$ cat src/rtl/acdp_pkg.sv
package acdp_pkg;

    localparam int WINDOW_DEPTH_DEF = 64;
    localparam int CFG_AW           = 5;
    localparam int DIV_STEPS        = 5;   // byte digits of the 40-bit dividend

    typedef enum logic [2:0] {
        REG_MAX_REF_GAP   = 3'd0,
        REG_MAX_QUERY_GAP = 3'd1,
        REG_BAND_WIDTH    = 3'd2,
        REG_SKIP_LIMIT    = 3'd3,
        REG_ITER_LIMIT    = 3'd4,
        REG_SPLICE_MODE   = 3'd5,
        REG_MULTI_SEGMENT = 3'd6,
        REG_AVG_SPAN_Q8   = 3'd7
    } t_reg_idx;

    typedef struct packed {
        logic        read_start;
        logic [31:0] ref_tag;
        logic [31:0] ref_pos;
        logic [30:0] query_pos;
        logic [7:0]  span;
        logic [7:0]  segment_id;
    } t_in_item;

    typedef struct packed {
        logic signed [31:0] chain_score;
        logic signed [31:0] predecessor;
        logic signed [31:0] peak_score;
    } t_out_item;

    typedef struct packed {
        logic [15:0] max_ref_gap;
        logic [15:0] max_query_gap;
        logic [15:0] band_width;
        logic [7:0]  skip_limit;
        logic [6:0]  iter_limit;
        logic        splice_mode;
        logic        multi_segment;
        logic [15:0] avg_span_q8;
    } t_cfg;

    typedef struct packed {
        logic [31:0]        ref_pos;
        logic [30:0]        query_pos;
        logic [7:0]         segment;
        logic signed [31:0] score;
        logic [31:0]        pred;
        logic               pred_valid;
        logic signed [31:0] peak;
    } t_entry;

    typedef enum logic [3:0] {
        ST_IDLE, ST_SETUP, ST_WALK_RD, ST_WALK_CHK, ST_LIMIT, ST_SCAN_RD,
        ST_EVAL1, ST_EVAL2, ST_MUL, ST_DIV, ST_COST, ST_SUM, ST_UPD,
        ST_PEAK_RD, ST_PEAK_CHK, ST_COMMIT
    } t_state;

    typedef struct packed {
        logic load;
        logic clamp_depth;
        logic walk_rd;
        logic walk_adv;
        logic clamp_lim;
        logic scan_rd;
        logic eval1;
        logic eval2;
        logic mul;
        logic skip_pred;
        logic div_step;
        logic cost;
        logic sum;
        logic upd;
        logic peak_rd;
        logic peak_chk;
        logic commit;
    } t_cmd;

    typedef struct packed {
        logic st_at_i;
        logic walk_go;
        logic scan_done;
        logic pass;
        logic brk;
        logic have_pred;
        logic out_free;
    } t_sts;

    // one radix-256 digit of a division by 25: {quotient digit, remainder}
    function automatic logic [12:0] div25_step(logic [4:0] rem, logic [7:0] digit);
        logic [12:0] v;
        logic [7:0]  q;
        v = {rem, digit};
        q = '0;
        for (int b = 7; b >= 0; b--) begin
            if (v >= (13'd25 << b)) begin
                v    = v - (13'd25 << b);
                q[b] = 1'b1;
            end
        end
        return {q, v[4:0]};
    endfunction

    function automatic logic [4:0] floor_log2(logic [31:0] v);
        logic [4:0] r;
        r = '0;
        for (int b = 1; b < 32; b++) begin
            if (v[b]) begin
                r = 5'(b);
            end
        end
        return r;
    endfunction

endpackage

$ cat src/rtl/acdp_ctrl.sv
module acdp_ctrl (
    input  logic           i_clk,
    input  logic           i_rst_n,
    input  logic           i_in_valid,
    output logic           o_in_ready,
    input  acdp_pkg::t_sts i_sts,
    output acdp_pkg::t_cmd o_cmd
);
    import acdp_pkg::*;

    t_state     r_state, n_state;
    logic [2:0] r_div_cnt, n_div_cnt;

    always_ff @(posedge i_clk) begin
        if (!i_rst_n) begin
            r_state   <= ST_IDLE;
            r_div_cnt <= '0;
        end else begin
            r_state   <= n_state;
            r_div_cnt <= n_div_cnt;
        end
    end

    always_comb begin
        n_state    = r_state;
        n_div_cnt  = r_div_cnt;
        o_cmd      = '0;
        o_in_ready = 1'b0;
        case (r_state)
            ST_IDLE: begin
                o_in_ready = 1'b1;
                if (i_in_valid) begin
                    o_cmd.load = 1'b1;
                    n_state    = ST_SETUP;
                end
            end
            ST_SETUP: begin
                o_cmd.clamp_depth = 1'b1;
                n_state           = ST_WALK_RD;
            end
            ST_WALK_RD: begin
                if (i_sts.st_at_i) begin
                    n_state = ST_LIMIT;
                end else begin
                    o_cmd.walk_rd = 1'b1;
                    n_state       = ST_WALK_CHK;
                end
            end
            ST_WALK_CHK: begin
                if (i_sts.walk_go) begin
                    o_cmd.walk_adv = 1'b1;
                    n_state        = ST_WALK_RD;
                end else begin
                    n_state = ST_LIMIT;
                end
            end
            ST_LIMIT: begin
                o_cmd.clamp_lim = 1'b1;
                n_state         = ST_SCAN_RD;
            end
            ST_SCAN_RD: begin
                if (i_sts.scan_done) begin
                    n_state = ST_PEAK_RD;
                end else begin
                    o_cmd.scan_rd = 1'b1;
                    n_state       = ST_EVAL1;
                end
            end
            ST_EVAL1: begin
                o_cmd.eval1 = 1'b1;
                n_state     = ST_EVAL2;
            end
            ST_EVAL2: begin
                o_cmd.eval2 = 1'b1;
                n_state     = ST_MUL;
            end
            ST_MUL: begin
                if (i_sts.pass) begin
                    o_cmd.mul = 1'b1;
                    n_div_cnt = '0;
                    n_state   = ST_DIV;
                end else begin
                    o_cmd.skip_pred = 1'b1;
                    n_state         = ST_SCAN_RD;
                end
            end
            ST_DIV: begin
                o_cmd.div_step = 1'b1;
                n_div_cnt      = r_div_cnt + 3'd1;
                if (r_div_cnt == 3'(DIV_STEPS - 1)) begin
                    n_state = ST_COST;
                end
            end
            ST_COST: begin
                o_cmd.cost = 1'b1;
                n_state    = ST_SUM;
            end
            ST_SUM: begin
                o_cmd.sum = 1'b1;
                n_state   = ST_UPD;
            end
            ST_UPD: begin
                o_cmd.upd = 1'b1;
                n_state   = i_sts.brk ? ST_PEAK_RD : ST_SCAN_RD;
            end
            ST_PEAK_RD: begin
                if (i_sts.have_pred) begin
                    o_cmd.peak_rd = 1'b1;
                    n_state       = ST_PEAK_CHK;
                end else begin
                    n_state = ST_COMMIT;
                end
            end
            ST_PEAK_CHK: begin
                o_cmd.peak_chk = 1'b1;
                n_state        = ST_COMMIT;
            end
            ST_COMMIT: begin
                if (i_sts.out_free) begin
                    o_cmd.commit = 1'b1;
                    n_state      = ST_IDLE;
                end
            end
            default: n_state = ST_IDLE;
        endcase
    end
endmodule

$ cat config.mk
export PLATFORM = sky130hd
export DESIGN_NAME = acdp_ctrl
export DESIGN_NICKNAME = d
export VERILOG_FILES = /design/src/rtl/acdp_pkg.sv /design/src/rtl/acdp_ctrl.sv
export SDC_FILE = /design/constraint.sdc
export NUM_CORES = 1
export LEC_CHECK = 0
export BUFFER_PORTS_ARGS = -buffer_cell sky130_fd_sc_hd__buf_2
export CAP_MARGIN = 10
export CELL_PAD_IN_SITES_DETAIL_PLACEMENT = 1
export CELL_PAD_IN_SITES_GLOBAL_PLACEMENT = 1
export CORE_AREA = 5 5 52 54
export CTS_CLUSTER_DIAMETER = 150
export DETAILED_ROUTE_END_ITERATION = 7
export DIE_AREA = 0 0 57 59
export HOLD_SLACK_MARGIN = 0.02
export PLACE_DENSITY_LB_ADDON = 0.1
export SYNTH_ARGS = -nofsm -noshare
export SYNTH_HDL_FRONTEND = slang
export SYNTH_SLANG_ARGS = --single-unit
$ cat constraint.sdc
create_clock -name i_clk -period 1.6 [get_ports i_clk]
set_clock_uncertainty 0.1 [all_clocks]
set_input_delay 0.48 -clock i_clk [delete_from_list [all_inputs] [get_ports i_clk]]
set_output_delay 0.48 -clock i_clk [all_outputs]
set_load 0.02 [all_outputs]
==> run metrics <==
outcome finished, violations left; failing checks negative setup slack; layout cells sized above 1 69.1%; Comb power frac 41.2%; hold_sp i_rst_n; final slew viol count 0; Die ar. 3360 µm²; CP Launch Type flip-flop; Yosys reg bits 7; estimated wirelength of the detail-placed design 1880 µm; final wirelength 3510 µm; routed len/inst 19.5 µm; FF/Latch Area 155 µm²; Crit Path Max Fanout 7; crit-path cells buf_6 -> nor2_4 -> and3_4 -> buf_6; worst relative slew slack 78.5%; root buf cell clkbuf_4; starting density of the core 28.7%; Clock power frac 28.3%; # rows 17; fin nets 165; antenna viol nets, final 0; clk slew on worst S/H paths 70 ps; Netlist Area Pre-Place 622 µm²; gr busiest metal met2; Avg Cell Area, Syn 6.83 µm²; P_sw 0.251 mW; first-pass GRT wire length 4850 µm; post-synthesis cell type count 33; syn nets 103; Buffers & Inverters on Critical Path 2; DR iter-0 viols 32; grt met3 use 4.79%; worst reg2reg startpoint r_state[3]; sw frac 38.6%; pwr dens 475 nW/µm²; largest net degree at the start of global routing 9; met1 Use GR 21.9%; Slew @ Worst Pin 322 ps; maximum VDD drop 487 µV; setup violators final 18; Seq pwr share 30.6%; maximum clock rate 537 MHz; Clock Sinks 7; PnR worst setup slack -262 ps; Hold/Removal Path Class in -> reg; Ys Warns 0; r2r worst-path depth 8; internal power 0.399 mW; port bufs 27; Post-Syn Instances 91; CP endpoint kind primary output; WHS Path Cells 2; n_diodes 0; Leak 0.606 nW; Tot Pwr 0.651 mW; DR pass1 iterations 4; via/cell ratio 5.28; final global-route overflow total 0; drt drc 0; via count 951; Global Route Usage Sum 18.8%; crit path time final 1860 ps; worst skew pair latency 270 ps; Core ar. 2170 µm²; R2R Path End r_state[3]; met2 Usage GRT 32.8%; Critical Path AT 1280 ps; clk buf depth 2; Max Cap Viol 0; area taken by multi-input logic gates 603 µm²; Hold WS 379 ps; RSZ-0062 raised after global routing yes; hold endpoint r_state[2]; antenna violations before repair 0; CTS Buf Count 3; DIE HEIGHT 59 µm; Crit-path slowest cell dfxtp_4; WP data required 1020 ps; CP most frequent cell buf_6; placer congestion estimate 0.761; family with the most delay on the worst path flip-flops; CTS Hold Bufs 0; fill cell count 267; flop2flop setup slack 40 ps; CP peak stage delay 380 ps; Die Wd 57 µm; Area growth, synth to finish 120%; most frequent cells in the layout 32 x buf_4, 19 x buf_6, 9 x buf_2, 7 x inv_1, 7 x nand2_1; Seq/Total Area, Yosys 22.5%; vias in the first global route 1001; Final Hold Violating Endpoints 0; H-tree Lvls 1; I/O pin count 28; commonest non-fill, non-tap cell in the layout buf_4; CTS tree done; crit path kind reg -> out; Tcrit/Tclk final 116%
==> how the worst max path moves through the flow <==
stage | to | from | slack [ps] | depth (start not counted)
after global placement | o_cmd[2] | r_state[0] | -90 | 4
final | o_cmd[16] | r_state[2] | -260 | 4
after detailed placement | o_cmd[2] | r_state[0] | -110 | 4
after floorplan | o_cmd[11] | r_state[1] | -70 | 3
after global routing | o_in_ready | r_state[0] | -320 | 5
after CTS | o_cmd[2] | r_state[1] | -210 | 5
==> power groups by stage <==
stage                     clock, mW  sequential [mW]  combinational, mW
after floorplan                   0            0.189              0.100
after global routing          0.196            0.200              0.285
after CTS                     0.173            0.194              0.222
after global placement            0            0.199              0.162
after detailed placement          0            0.199              0.165
final                         0.184            0.199              0.268
==> cell families (layout without fill, tap and decap cells) <==
group | count (synthesis) | count (layout) | synth area share [%]
flops | 7 | 7 | 22.5
xor+xnor | 1 | 1 | 1.41
compound gates | 21 | 21 | 24.3
fa+ha+maj | 2 | 2 | 4.02
buf+inv | 13 | 74 | 9.46
simple gates | 47 | 47 | 38.2
==> cell usage after synthesis (all sizes together) <==
cell type  count  area share (%)
a2111oi        1             2.4
a21o           1             1.2
a21oi          5             4.6
a31oi          3             3.0
a32o           1             1.6
and2b          1             1.2
and3           1             1.0
buf            4             4.0
dfxtp          7              23
ha             2             4.0
inv            9             5.4
nand2         13             8.7
nand2b         4             4.0
nand3          3             2.4
nor2          14             8.9
nor2b          2             2.0
nor3           7             8.0
nor4           1             1.0
o2111ai        1             1.4
o211ai         2             2.4
o21a           2             2.4
o21ai          3             2.4
o221ai         1             1.4
o32ai          1             1.4
or2            1             1.0
xor2           1             1.4
==> layer usage <==
layer / share of wire (%) / vias to the layer above / wire length (µm)
met3: 5.0 / 12 / 175
li1: - / 436 / -
met5: 0 / - / 0
met1: 40 / 464 / 1420
met4: 3.0 / 0 / 105
met2: 52 / 39 / 1810
==> repair_timing <==
action / in CTS / in global routing
gates resized for setup: 48 / 37
setup endpoints to repair: 21 / 22
setup buffers: 11 / 4
pin swaps: 9 / 7
==> sequential cells by signal (all words and copies together), names as in the netlist <==
register and flops:
r_state 4, r_div_cnt 3
==> stage by stage <==
step	std cells	utilization (%)	instance area, µm²	setup WS [ps]	TNS (ps)
3_5_place_dp	162	43.1	935	-113	-677
4_1_cts	177	55.1	1190	-210	-2820
3_3_place_gp	162	43.1	935	-94.7	-514
2_1_floorplan	91	-	639	-72.3	-149
5_1_grt	180	63.1	1370	-315	-4430
6_report	180	63.1	1370	-262	-3560
==> final cells by class <==
| type | count | area share (%) |
|---|---|---|
| multi-input cells | 71 | 44.1 |
| repair buffers | 61 | 37.6 |
| flip-flops and latches | 7 | 11.3 |
| well taps | 28 | 2.56 |
| inverters | 9 | 2.47 |
| clock buffers | 3 | 1.65 |
| clock inverters | 1 | 0.366 |
(Power assumes the default switching activity.)
