### config.mk
export PLATFORM = sky130hd
export DESIGN_NAME = acdp_regs
export DESIGN_NICKNAME = d
export VERILOG_FILES = /design/src/rtl/acdp_pkg.sv /design/src/rtl/acdp_regs.sv
export SDC_FILE = /design/constraint.sdc
export NUM_CORES = 1
export LEC_CHECK = 0
export ABC_CLOCK_PERIOD_IN_PS = 2200
export BUFFER_PORTS_ARGS = -buffer_cell sky130_fd_sc_hd__buf_4
export CORE_ASPECT_RATIO = 2
export CORE_MARGIN = 5
export CORE_UTILIZATION = 36
export CTS_CLUSTER_DIAMETER = 50
export CTS_CLUSTER_SIZE = 10
export DETAILED_ROUTE_END_ITERATION = 16
export SLEW_MARGIN = 20
export SYNTH_ARGS = -nofsm -noshare
export SYNTH_HDL_FRONTEND = slang
export SYNTH_SLANG_ARGS = --single-unit
### constraint.sdc
create_clock -name i_clk -period 2.2 [get_ports i_clk]
set_input_delay 0.22 -clock i_clk [delete_from_list [all_inputs] [get_ports i_clk]]
set_output_delay 0.22 -clock i_clk [all_outputs]
set_load 0.05 [all_outputs]
### src/rtl/acdp_pkg.sv
package acdp_pkg;

    localparam int WINDOW_DEPTH_DEF = 64;
    localparam int CFG_AW           = 5;
    localparam int DIV_STEPS        = 5;   // byte digits of the 40-bit dividend

    typedef enum logic [2:0] {
        REG_MAX_REF_GAP   = 3'd0,
        REG_MAX_QUERY_GAP = 3'd1,
        REG_BAND_WIDTH    = 3'd2,
        REG_SKIP_LIMIT    = 3'd3,
        REG_ITER_LIMIT    = 3'd4,
        REG_SPLICE_MODE   = 3'd5,
        REG_MULTI_SEGMENT = 3'd6,
        REG_AVG_SPAN_Q8   = 3'd7
    } t_reg_idx;

    typedef struct packed {
        logic        read_start;
        logic [31:0] ref_tag;
        logic [31:0] ref_pos;
        logic [30:0] query_pos;
        logic [7:0]  span;
        logic [7:0]  segment_id;
    } t_in_item;

    typedef struct packed {
        logic signed [31:0] chain_score;
        logic signed [31:0] predecessor;
        logic signed [31:0] peak_score;
    } t_out_item;

    typedef struct packed {
        logic [15:0] max_ref_gap;
        logic [15:0] max_query_gap;
        logic [15:0] band_width;
        logic [7:0]  skip_limit;
        logic [6:0]  iter_limit;
        logic        splice_mode;
        logic        multi_segment;
        logic [15:0] avg_span_q8;
    } t_cfg;

    typedef struct packed {
        logic [31:0]        ref_pos;
        logic [30:0]        query_pos;
        logic [7:0]         segment;
        logic signed [31:0] score;
        logic [31:0]        pred;
        logic               pred_valid;
        logic signed [31:0] peak;
    } t_entry;

    typedef enum logic [3:0] {
        ST_IDLE, ST_SETUP, ST_WALK_RD, ST_WALK_CHK, ST_LIMIT, ST_SCAN_RD,
        ST_EVAL1, ST_EVAL2, ST_MUL, ST_DIV, ST_COST, ST_SUM, ST_UPD,
        ST_PEAK_RD, ST_PEAK_CHK, ST_COMMIT
    } t_state;

    typedef struct packed {
        logic load;
        logic clamp_depth;
        logic walk_rd;
        logic walk_adv;
        logic clamp_lim;
        logic scan_rd;
        logic eval1;
        logic eval2;
        logic mul;
        logic skip_pred;
        logic div_step;
        logic cost;
        logic sum;
        logic upd;
        logic peak_rd;
        logic peak_chk;
        logic commit;
    } t_cmd;

    typedef struct packed {
        logic st_at_i;
        logic walk_go;
        logic scan_done;
        logic pass;
        logic brk;
        logic have_pred;
        logic out_free;
    } t_sts;

    // one radix-256 digit of a division by 25: {quotient digit, remainder}
    function automatic logic [12:0] div25_step(logic [4:0] rem, logic [7:0] digit);
        logic [12:0] v;
        logic [7:0]  q;
        v = {rem, digit};
        q = '0;
        for (int b = 7; b >= 0; b--) begin
            if (v >= (13'd25 << b)) begin
                v    = v - (13'd25 << b);
                q[b] = 1'b1;
            end
        end
        return {q, v[4:0]};
    endfunction

    function automatic logic [4:0] floor_log2(logic [31:0] v);
        logic [4:0] r;
        r = '0;
        for (int b = 1; b < 32; b++) begin
            if (v[b]) begin
                r = 5'(b);
            end
        end
        return r;
    endfunction

endpackage

### src/rtl/acdp_regs.sv
module acdp_regs (
    input  logic                       i_clk,
    input  logic                       i_rst_n,
    input  logic                       psel,
    input  logic                       penable,
    input  logic                       pwrite,
    input  logic [acdp_pkg::CFG_AW-1:0] paddr,
    input  logic [31:0]                pwdata,
    output logic [31:0]                prdata,
    output logic                       pready,
    output acdp_pkg::t_cfg             o_cfg
);
    import acdp_pkg::*;

    t_cfg     r_cfg;
    t_reg_idx w_idx;

    assign w_idx  = t_reg_idx'(paddr[CFG_AW-1:2]);
    assign pready = 1'b1;
    assign o_cfg  = r_cfg;

    always_ff @(posedge i_clk) begin
        if (!i_rst_n) begin
            r_cfg.max_ref_gap   <= 16'd5000;
            r_cfg.max_query_gap <= 16'd5000;
            r_cfg.band_width    <= 16'd500;
            r_cfg.skip_limit    <= 8'd25;
            r_cfg.iter_limit    <= 7'd64;
            r_cfg.splice_mode   <= 1'b0;
            r_cfg.multi_segment <= 1'b0;
            r_cfg.avg_span_q8   <= 16'd3840;
        end else if (psel && penable && pwrite) begin
            case (w_idx)
                REG_MAX_REF_GAP:   r_cfg.max_ref_gap   <= pwdata[15:0];
                REG_MAX_QUERY_GAP: r_cfg.max_query_gap <= pwdata[15:0];
                REG_BAND_WIDTH:    r_cfg.band_width    <= pwdata[15:0];
                REG_SKIP_LIMIT:    r_cfg.skip_limit    <= pwdata[7:0];
                REG_ITER_LIMIT:    r_cfg.iter_limit    <= pwdata[6:0];
                REG_SPLICE_MODE:   r_cfg.splice_mode   <= pwdata[0];
                REG_MULTI_SEGMENT: r_cfg.multi_segment <= pwdata[0];
                REG_AVG_SPAN_Q8:   r_cfg.avg_span_q8   <= pwdata[15:0];
                default: ;
            endcase
        end
    end

    always_comb begin
        case (w_idx)
            REG_MAX_REF_GAP:   prdata = {16'd0, r_cfg.max_ref_gap};
            REG_MAX_QUERY_GAP: prdata = {16'd0, r_cfg.max_query_gap};
            REG_BAND_WIDTH:    prdata = {16'd0, r_cfg.band_width};
            REG_SKIP_LIMIT:    prdata = {24'd0, r_cfg.skip_limit};
            REG_ITER_LIMIT:    prdata = {25'd0, r_cfg.iter_limit};
            REG_SPLICE_MODE:   prdata = {31'd0, r_cfg.splice_mode};
            REG_MULTI_SEGMENT: prdata = {31'd0, r_cfg.multi_segment};
            REG_AVG_SPAN_Q8:   prdata = {16'd0, r_cfg.avg_span_q8};
            default:           prdata = '0;
        endcase
    end
endmodule

==> reports/metrics.yaml, run 1 <==
critPathLaunchType: "input port"
endpoint: "prdata[0]"
syn_avg_cell_area_um2: 8.53
die_w_um: 82.4
post-route-cell-area_mm2: 0.00500
async_flop_share: 0
cts_resized: 0
synth-compound-area-share: 0.183
antennaDiodeCount: 0
cp-end-kind: "output pin"
placedInstanceArea_mm2: 0.00471
grt.met2_usage: 0.349
coreArea_mm2: 0.0104
fmaxAchievable_mhz: 533
worstPathRequired_ps: 1980
synth-seq-cells: 81
reg2reg_slack_ps: 1490
synthMuxAreaShare: 0.0650
critPathKind: "input port to output pin"
place_congestion: 0.803
grt_usage: 0.198
drv_cap: 0
netlist_instances: 442
post-cts-setup-buffer-count: 0
slew_violations: 0
yosysUniqueCellTypes: 47
synth_edf_count: 0
synth_top_family_by_area: "simple AND/OR/NAND/NOR gates"
hold_viol: 0
synth_area_mm2: 0.00377
place_inst: 676
cts_sinks: 81
die-height_um: 155
rows: 53
final_cell_count_no_fill: 692
r2r_end: "o_cfg[16]"
antenna_found_initial: 0
setup_viol: 0
clock_latency_ps: 330
yosys_warnings: 0
grt.met3_usage: 0.0344
cts_tree: "done"
whs_ps: 114
root_buffer: "clkbuf_16"
power.density_mw_per_mm2: 682
final_nets: 592
fillers: 1047
area_growth_pct: 32.6
routed_wl_um: 12300
grt-ovfl-total: 0
grt_pass1_vias: 3473
via_per_inst: 5.16
synth_ff_type: "dfxtp_1"
holdBufCountCts: 0
grt_max_degree: 50
drt_drc_violations_left: 0
period_minus_slack_ps: 1880
grt_util_met1: 0.219
synth-simple-area-share: 0.225
ir_worst_vdd_uv: 470
p_leak_nw: 2.26
period_share: 0.853
rsz0062_at_grt: "no"
vias: 3571
dp_hpwl_um: 9180
io_buffer_count: 120
crit_fanout: 17
regToRegStartpoint: "o_cfg[16]"
grt_pass1_wl_um: 18800
min_path_cells: 3
htree_levels: 3
fin_worst_skew_ps: 0
cts_buffers: 9
cts_buffer_depth: 2
ant_nets: 0
tns_ps: 0
power.total_mw: 3.41
status: "finished clean"
hold_start: "pwdata[0]"
layout_setup_ws_ps: 323
hp-class: "input port to flop"
pre_cts_slack_ps: 310
rr_worst_depth: 2
first_iter_violations: 237
finish.utilization: 0.480
synth_xor_area_frac: 0
layout-drive-gt1-share: 0.326
synth_seq_area_share: 0.430
busiest_layer: "met2"
synth-adder-area-share: 0
clk_pin_slew_worst_paths_ps: 60
wl_per_cell_um: 17.8
drtPass1Iterations: 4
fp.dieArea_mm2: 0.0128
startpoint: "paddr[4]"
arrival_ps: 1660
largest_reg_flops: 81
initial_core_util: 0.362
ios: 156
-- cell type report --
| cell class | instances | area [µm²] | share of cell area |
|---|---|---|---|
| clock buffer | 14 | 284 | 0.0568 |
| clock inverter | 2 | 10.0 | 0.00200 |
| inverter | 3 | 11.3 | 0.00225 |
| multi-input combinational | 318 | 1850 | 0.370 |
| sequential | 81 | 1620 | 0.324 |
| tap | 137 | 171 | 0.0343 |
| timing repair buffer | 137 | 1050 | 0.211 |
-- how the worst min path moves through the flow --
stage,endpoint,slack [ps]
4_1_cts,o_cfg[25],100
5_1_grt,o_cfg[39],110
3_3_place_gp,o_cfg[10],440
2_1_floorplan,o_cfg[35],340
6_report,o_cfg[25],110
3_5_place_dp,o_cfg[25],440
-- cells by family (layout without fill, tap and decap cells) --
| kind of cell | Yosys count | in the layout |
|---|---|---|
| other cells | 2 | 17 |
| mux | 23 | 23 |
| flops | 81 | 81 |
| buf+inv | 58 | 156 |
| compound gates | 110 | 110 |
| simple gates | 168 | 168 |
-- power by group --
part	total, mW	switching, mW	internal [mW]
Combinational	0.471	0.341	0.130
Sequential	1.49	0.0103	1.48
Clock	1.45	0.564	0.885
-- per-layer routing --
metal,up-vias,routed length [µm]
li1,1730,-
met1,1674,4430
met2,140,6680
met3,27,686
met4,0,504
met5,-,0
-- layout by cell type (no fill, tap or decap), drive strengths merged, types with 2 or more instances in the layout --
cell type,netlist,final
buf,46,137
a22oi,6,6
o21bai,7,7
a21o,7,7
nand3,62,62
and3,5,5
o22a,3,3
or3,3,3
nor2,19,19
conb,2,17
mux2i,20,20
nor2b,3,3
a21oi,12,12
mux2,2,2
a221oi,2,2
nand2,66,66
o21ai,63,63
clkinv,0,2
nand3b,4,4
clkbuf,9,14
dfxtp,81,81
a41oi,2,2
inv,3,3
-- synthesized netlist by cell type (8+ instances only) --
master    count  area share
o21ai_1      11       0.015
o21ai_2      11       0.026
buf_4        17       0.034
nor2_1       18       0.018
dfxtp_1      81        0.43
nand3_1      53       0.070
clkbuf_1      8      0.0080
buf_2        15       0.020
mux2i_1      20       0.053
o21ai_0      41       0.054
nand3_2       9       0.024
a21oi_1      12       0.016
nand2_1      66       0.066
-- worst max-delay path: stages --
cell	delay (ps)
buf_4	230
buf_4	270
mux2_2	350
a221oi_1	270
nor2_1	110
buf_4	200
No activity file was read; power rests on OpenSTA's default activity.
==> inputs of run 2 (changes only) <==
- CTS_BUF_LIST: unset -> sky130_fd_sc_hd__clkbuf_4 sky130_fd_sc_hd__clkbuf_8
==> run 2 against run 1 <==
Sequential cell count stayed put. Routed wire length hardly changed. Critical path type unchanged. Clock power is 26% lower. Critical endpoint unchanged. Setup slack better by 10 ps. Largest power group unchanged. Maximum frequency is 0.55% higher.
==> reports/metrics.yaml, run 2 (same netlist as run 1, synthesis figures left out) <==
drt_drc_violations_left: 0
holdBufCountCts: 0
period_minus_slack_ps: 1870
cts_buffer_depth: 2
place_congestion: 0.803
vias: 3549
p_leak_nw: 2.22
fmaxAchievable_mhz: 536
power.total_mw: 3.03
clk_pin_slew_worst_paths_ps: 80
clockPowerShare: 0.354
slew_violations: 0
setup_viol: 0
die_w_um: 82.4
critPathKind: "input port to output pin"
htree_levels: 3
min_path_cells: 3
tns_ps: 0
whs_ps: 80.5
crit_fanout: 17
status: "finished clean"
antennaDiodeCount: 0
grt_pass1_wl_um: 18800
hold_path_end: "o_cfg[25]"
final_nets: 592
r2r_end: "o_cfg[16]"
hp-class: "input port to flop"
layout-drive-gt1-share: 0.328
period_share: 0.848
cts_sinks: 81
dp_hpwl_um: 9180
fin_worst_skew_ps: 0
fillers: 1058
wl_per_cell_um: 17.8
pwr-share-comb: 0.155
ios: 156
root_buffer: "clkbuf_8"
ir_worst_vdd_uv: 408
initial_core_util: 0.362
largest_reg_flops: 81
grt_pass1_vias: 3484
ant_nets: 0
p_sw_frac: 0.290
drv_cap: 0
rsz0062_at_grt: "no"
die-height_um: 155
hold_viol: 0
arrival_ps: 1650
rr_worst_depth: 2
critPathLaunchType: "input port"
grt_max_degree: 50
layout_commonest_cell: "buf_4"
fp.dieArea_mm2: 0.0128
rows: 53
hold_start: "pwdata[0]"
antenna_found_initial: 0
via_per_inst: 5.13
routed_wl_um: 12300
power.density_mw_per_mm2: 618
post-cts-setup-buffer-count: 0
io_buffer_count: 120
clock_latency_ps: 350
internal_power_mw: 2.15
cp-end-kind: "output pin"
cts_tree: "done"
area_growth_pct: 30.0
power_switching_uw: 880
regToRegStartpoint: "o_cfg[16]"
grt-ovfl-total: 0
final_cell_mix: "buf_4 (135), dfxtp_1 (81), nand2_1 (66), nand3_1 (53), o21ai_0 (41)"
first_iter_violations: 232
cts_resized: 0
drtPass1Iterations: 4
worstPathRequired_ps: 1980
cts_buffers: 9
reg2reg_slack_ps: 1490
coreArea_mm2: 0.0104
pwr-share-seq: 0.491
grt_usage: 0.198
## run 2: area by class of cell
cell class                 instances  area, µm²  area share
multi-input combinational        318       1850       0.377
sequential                        81       1620       0.331
timing repair buffer             137       1050       0.215
clock buffer                      14        186      0.0380
tap                              137        171      0.0349
inverter                           3       11.3     0.00230
clock inverter                     2       10.0     0.00204
## run 2: per-stage QoR
step | setup slack [ps] | utilization | std cells | cell area (µm²)
3_5_place_dp | 310 | 0.452 | 676 | 4710
4_1_cts | 322 | 0.471 | 692 | 4900
5_1_grt | 191 | 0.471 | 692 | 4900
6_report | 334 | 0.471 | 692 | 4900
3_3_place_gp | 300 | 0.452 | 676 | 4710
2_1_floorplan | 166 | - | 457 | 3830
## run 2: how the worst max path moves through the flow
stage / start / end / slack [ps] / cells after the start
finish: paddr[4] / prdata[0] / 330 / 6
global route: paddr[4] / prdata[1] / 190 / 7
detailed placement: paddr[4] / o_cfg[11] / 310 / 7
floorplan: o_cfg[50] / prdata[1] / 170 / 3
CTS: paddr[4] / prdata[3] / 320 / 6
global placement: paddr[4] / prdata[1] / 300 / 7
## run 2: power by group through the flow
stage          combinational (mW)  sequential [mW]  clock [mW]
3_3_place_gp                0.469             1.52           0
2_1_floorplan               0.310             1.56           0
5_1_grt                     0.499             1.49        1.16
6_report                    0.470             1.49        1.07
3_5_place_dp                0.471             1.52           0
4_1_cts                     0.472             1.49        1.10
## run 2: metal layers
metal,GRT usage,share of wire,vias to the layer above
met5,0,0,-
met4,0.108,0.041,0
met3,0.0321,0.055,28
met2,0.346,0.54,133
met1,0.219,0.36,1660
li1,-,-,1728
## run 2: critical path, stage by stage
cell      delay [ps]
buf_4            220
buf_4            260
mux2_2           350
a221oi_1         270
nor2_1           110
buf_4            200
==> inputs of run 3 (changes only) <==
- ABC_CLOCK_PERIOD_IN_PS: 2200 -> 1700
- PLACE_DENSITY: unset -> 0.65
- clock period: 2.2 -> 1.7 ns (I/O delays scaled with it)
==> run 3 against run 2 <==
The run now ends with negative setup slack left. Clock skew did not move. Setup slack worse by 350 ps. Global-route usage fell by 0.29 points. Clock power is 50% higher. Register-to-register slack lost 470 ps. First-iteration DRC count rose by 29%. Critical endpoint unchanged. Largest power group unchanged.
==> reports/metrics.yaml, run 3 (same netlist as run 1, synthesis figures left out) <==
status: "finished, violations left"
hold_viol: 0
fp.dieArea_mm2: 0.0128
final_nets: 607
place_inst: 690
htree_levels: 3
grt_pass1_wl_um: 18700
drt_drc_violations_left: 0
die_w_um: 82.4
cts_sinks: 81
clk_pin_slew_worst_paths_ps: 80
coreArea_mm2: 0.0104
ant_nets: 0
layout-drive-gt1-share: 0.379
largest_reg_flops: 81
busiest_layer: "met2"
first_iter_violations: 299
vias: 3638
routed_wl_um: 12300
grt.met2_usage: 0.346
violations: "negative setup slack"
clock_latency_ps: 360
die-height_um: 155
cts_tree: "done"
finish.utilization: 0.498
cts_buffers: 9
worstPathRequired_ps: 1530
ios: 156
grt_pass1_vias: 3520
antennaDiodeCount: 0
cts_buffer_depth: 2
layout_commonest_cell: "buf_4"
holdBufCountCts: 0
rows: 53
critPathKind: "flop to output pin"
slew_violations: 0
placedInstanceArea_mm2: 0.00490
via_per_inst: 5.15
hp-class: "input port to flop"
layout_setup_ws_ps: -13.6
arrival_ps: 1540
drtPass1Iterations: 4
io_buffer_count: 120
crit_fanout: 3
root_buffer: "clkbuf_8"
grt-ovfl-total: 0
grt_util_met1: 0.206
critPathLaunchType: "flop"
initial_core_util: 0.362
drv_cap: 0
period_minus_slack_ps: 1710
fin_worst_skew_ps: 0
fmaxAchievable_mhz: 584
grt_usage: 0.195
final_cell_count_no_fill: 707
period_share: 1.01
wl_per_cell_um: 17.5
power.density_mw_per_mm2: 808
cp-end-kind: "output pin"
post-route-cell-area_mm2: 0.00518
dp_hpwl_um: 9370
ir_worst_vdd_uv: 478
setup_viol: 1
grt.met3_usage: 0.0373
rsz0062_at_grt: "yes"
place_congestion: 0.827
antenna_found_initial: 0
grt_max_degree: 55
final_cell_mix: "buf_4 (145), dfxtp_1 (77), nand2_1 (66), nand3_1 (53), o21ai_0 (41)"
area_growth_pct: 37.3
p_leak_nw: 2.32
-- run 3: final cells by class --
class                   count  area, µm²
fillers                  1034       5230
repair buffers            152       1210
multi-input cells         318       1940
flip-flops and latches     81       1630
clock inverters             5       77.6
well taps                 137        171
inverters                   3       11.3
clock buffers              11        151
-- run 3: metrics by stage --
stage / total power, mW / TNS [ps] / setup WS (ps) / hold WS [ps]
final: 4.19 / -13.6 / -13.6 / 31.3
after CTS: 4.20 / 0 / 7.90 / 25.1
after detailed placement: 2.61 / 0 / 71.2 / 403
after global placement: 2.61 / 0 / 91.3 / 392
after floorplan: 2.43 / 0 / 5.99 / 294
after global routing: 4.32 / -78.8 / -71.5 / 32.3
-- run 3: timing repair --
| action | 4_1_cts | 5_1_grt |
|---|---|---|
| setup buffers | 0 | 1 |
| resized for setup | 6 | 6 |
| pin swaps | 3 | 2 |
| endpoints found under the hold margin | 0 | 0 |
| endpoints found under the setup margin | 1 | 5 |
-- run 3: worst max-delay path, stage by stage (launching register included) --
cell and delay (ps):
dfxtp_2 340, mux2i_1 80, a221oi_2 360, a221oi_4 70, nor2_4 170, buf_8 160
-- run 3: path summary, 6_finish.rpt --
kind	from	endpoint	slack (ps)	cells after the start
max reg2reg	o_cfg[16]	o_cfg[16]	1020	2
min	pwdata[11]	o_cfg[11]	30	3
min reg2reg	o_cfg[80]	o_cfg[80]	480	2
max	o_cfg[16]	prdata[0]	-10	5
-- run 3: power breakdown --
group	switching, mW	internal, mW	leakage (nW)	total, mW
sequential	0.0136	1.91	0.656	1.92
clock	0.701	0.902	0.115	1.60
combinational	0.457	0.203	1.55	0.659
-- run 3: layer usage --
layer	vias to the layer above	wire (µm)
met5	-	0
met2	145	6760
met1	1712	4250
met3	30	783
li1	1751	-
met4	0	550
